`src/rtl/tpd_ram.sv`:
```
// ----------------------------------------------------------------------------
// tpd_ram: generic single-port-write, single-port-read RAM
// One write and one read per cycle, with the read data registered.
// ----------------------------------------------------------------------------
module tpd_ram #(
    parameter int WIDTH = 8,
    parameter int DEPTH = 16
) (
    input  logic                     i_clk,
    input  logic                     i_we,
    input  logic [$clog2(DEPTH)-1:0] i_waddr,
    input  logic [WIDTH-1:0]         i_wdata,
    input  logic [$clog2(DEPTH)-1:0] i_raddr,
    output logic [WIDTH-1:0]         o_rdata
);

    logic [WIDTH-1:0] r_mem [DEPTH];
    logic [WIDTH-1:0] r_rdata;

    always_ff @(posedge i_clk) begin
        if (i_we) begin
            r_mem[i_waddr] <= i_wdata;
        end
        r_rdata <= r_mem[i_raddr];
    end

    assign o_rdata = r_rdata;

endmodule

```
`config.mk`:
```
export PLATFORM = sky130hd
export DESIGN_NAME = tpd_ram
export DESIGN_NICKNAME = d
export VERILOG_FILES = /design/src/rtl/tpd_ram.sv
export SDC_FILE = /design/constraint.sdc
export NUM_CORES = 1
export LEC_CHECK = 0
export BUFFER_PORTS_ARGS = -buffer_cell sky130_fd_sc_hd__buf_2
export CORE_MARGIN = 3
export CORE_UTILIZATION = 45
export DETAILED_ROUTE_END_ITERATION = 10
export PLACE_DENSITY = 0.61
export SLEW_MARGIN = 20
export SYNTH_ARGS = -nofsm -noshare
export SYNTH_HDL_FRONTEND = slang
export SYNTH_SLANG_ARGS = --single-unit
```
`constraint.sdc`:
```
create_clock -name i_clk -period 1.6 [get_ports i_clk]
set_input_delay 0 -clock i_clk [delete_from_list [all_inputs] [get_ports i_clk]]
set_output_delay 0 -clock i_clk [all_outputs]
set_load 0.02 [all_outputs]
```
==> metrics.md <==
| Metric | Value |
|---|---|
| Status | `completed` |
| Gate power share | `5.0%` |
| HP Class | `primary input to register` |
| Clock share of power | `45.5%` |
| Syn nets | `247` |
| DP HPWL | `5924 um` |
| WL final | `9671 um` |
| Drt initial violations | `217` |
| Max clock buf depth | `2` |
| Worst reg2reg startpoint | `r_mem[3][4]` |
| Final Hold Slack | `0.02832 ns` |
| Post-Syn Area per Cell | `22.48 sq um` |
| Routed WL per cell | `21.73 um` |
| Yosys cell types | `19` |
| Via Count | `2,431` |
| Die area | `12,760 sq um` |
| Crit path launch type | `register` |
| WP data arrival | `1.67 ns` |
| Tot GR Track Use | `16.33%` |
| Seq pwr share | `49.5%` |
| Vias per cell | `5.463` |
| CTS tree | `yes` |
| CP Capture Type | `register` |
| Vias in the first global route | `2,443` |
| PnR worst setup slack | `0.2108 ns` |
| Worst Reg2Reg Path Length in Cells | `3` |
| Number of antenna violations at the first check in global routing | `0` |
| Most common cell after layout, fill and taps aside | `edfxtp_1` |
| Yosys Warn Count | `0` |
| Setup tns final | `0 ns` |
| WL met2 | `4650 um` |
| Worst setup path class | `register to register` |
| Number of max-cap violations | `0` |
| Crit path time final | `1.389 ns` |
| WHS Endpoint | `r_mem[7][4]` |
| Internal power | `0.006448 W` |
| RePlAce Congestion | `0.7097` |
| Drt pass-1 iters | `4` |
| Ports | `26` |
| Die span in x | `113.0 um` |
| CP Max Fanout | `1` |
| Final Hold Vio Count | `0` |
| Mapped Cells | `229` |
| Final Total Pwr | `0.008100 W` |
| Hold path startpoint | `i_wdata[4]` |
| Slew HR | `71.68%` |
| Hold Buf Count CTS | `7` |
| Sequential share of the synthesized area | `77.78%` |
| Share of layout cells above drive strength 1 | `31.80%` |
| Root Buffer | `clkbuf_16` |
| Yosys reg bits | `136` |
| Post-CTS Resized | `0` |
| Diode count | `0` |
| Fmax achieved | `719.8 MHz` |
| Die Height | `113.0 um` |
| Skew-Pair Late Insertion Delay | `0.40 ns` |
| FF-to-FF End | `o_rdata[4]` |
| Post-route DRC | `0` |
| Clock-pin slew on the worst setup and hold paths | `0.06 ns` |
| Post-Syn Area | `5147 sq um` |
| Worst VDD drop | `0.6606 mV` |
| Power per cell area | `1307 nW/um^2` |
| RSZ-0062 raised after global routing | `false` |
| Final count of negative-setup-slack endpoints | `0` |
| Nets | `310` |
| Grt ovf | `0` |
| Skew final | `0.006761 ns` |
| Sw Ratio | `20.40%` |
| Area growth from synthesis to layout | `20.44%` |
| Setup WS pre-CTS | `0.1727 ns` |
| Core ar. | `11,030 sq um` |
| Leakage power | `2.110 nW` |
| Slew Limit Fails | `0` |
| Most frequent cells in the layout | `edfxtp_1 (128), buf_2 (25), buf_4 (20), mux4_2 (18), clkbuf_16 (17)` |
| Slew @ Worst Pin | `0.4248 ns` |
| I/O Buffers | `25` |
| Period utilization | `86.83%` |
| CP Data Required Time | `1.88 ns` |
| Core Rows | `38` |
| Initial core utilization | `46.67%` |
| Met3 WL | `524 um` |
| H-tree Lvls | `4` |
| Clock buffer count from CTS | `17` |
| Final ANT Viol Nets | `0` |
| Net switching power | `0.001652 W` |
| DRT met1 WL | `4372 um` |
| Largest net degree at the start of global routing | `33` |
| Reg2Reg Setup Slack | `0.21 ns` |
| Fillers | `818` |
| DR top layer | `met4` |
| Post-CTS Setup Bufs | `0` |
| First-pass GRT wire length | `14,770 um` |
| Worst Hold Depth | `1` |
| Sink Count | `136` |
worst max path at each step:
stage                      startpoint           to  slack [ns]  depth (start not counted)
final                     r_mem[3][4]   o_rdata[4]        0.21                          3
after global routing      r_mem[2][4]   o_rdata[4]        0.15                          3
after CTS                 r_mem[3][4]   o_rdata[4]        0.19                          3
after detailed placement   i_raddr[0]   o_rdata[2]        0.17                          5
after global placement     i_raddr[0]   o_rdata[2]        0.16                          5
after floorplan            i_waddr[2]  r_mem[0][0]        0.11                          2
power by group through the flow:
stage | Clock (W) | Combinational (W) | Sequential (W)
3_3_place_gp | 0 | 0.000397 | 0.00408
5_1_grt | 0.00391 | 0.000442 | 0.00402
3_5_place_dp | 0 | 0.000402 | 0.00408
6_report | 0.00368 | 0.000407 | 0.00401
4_1_cts | 0.00376 | 0.000416 | 0.00401
2_1_floorplan | 0 | 0.000202 | 0.00410
routing by layer:
metal  vias up  track usage [%]
li1       1100                -
met1      1245            23.74
met2        75            24.25
met3        11            3.743
met4         0            6.490
met5         -                0
critical path, cell delays in order (launching register included):
cell and delay (ns):
edfxtp_1 0.36, mux4_2 0.51, a22oi_1 0.30, nand2_1 0.10
kinds of logic after synthesis:
logic type	synth area share [%]
mux	15.02
compound gates	2.334
flops	77.78
simple gates	3.184
buf+inv	1.677
layout make-up:
| cell class | count | area (sq um) | share of cell area [%] |
|---|---|---|---|
| Sequential cell | 136 | 4004 | 64.58 |
| Multi-Input combinational cell | 83 | 1057 | 17.05 |
| Clock buffer | 17 | 425.4 | 6.862 |
| Timing Repair Buffer | 54 | 385.4 | 6.216 |
| Tap cell | 140 | 175.2 | 2.825 |
| Clock inverter | 15 | 152.6 | 2.462 |
sequential cells by signal, indices dropped and copies added, names as in the netlist:
signal and cells:
r_mem 128, o_rdata 8
Yosys cell counts:
master           instances  share of area, %
nor3_1                   4              0.39
or3b_2                   1              0.17
nand3_1                  1             0.097
nand3b_1                 2              0.29
buf_4                    1              0.15
a22oi_1                 16               2.3
mux4_1                  14               7.1
nor2_1                  13              0.95
dfxtp_1                  8               3.1
edfxtp_1               128                75
clkdlybuf4s25_2          3              0.58
and2b_1                  1              0.15
buf_6                    3              0.66
mux4_2                  18               7.9
nor2b_1                  1              0.12
buf_2                    3              0.29
nand2b_1                 2              0.24
and2_1                   1              0.12
nand2_1                  9              0.66
per-stage QoR:
| step | utilization, % | instances | area, sq um |
|---|---|---|---|
| 6_report | 56.20 | 445 | 6200 |
| 5_1_grt | 56.20 | 445 | 6200 |
| 4_1_cts | 56.20 | 445 | 6200 |
| 3_5_place_dp | 50.33 | 406 | 5552 |
| 3_3_place_gp | 50.33 | 406 | 5552 |
| 2_1_floorplan | - | 229 | 5147 |
(Power assumes the default switching activity.)
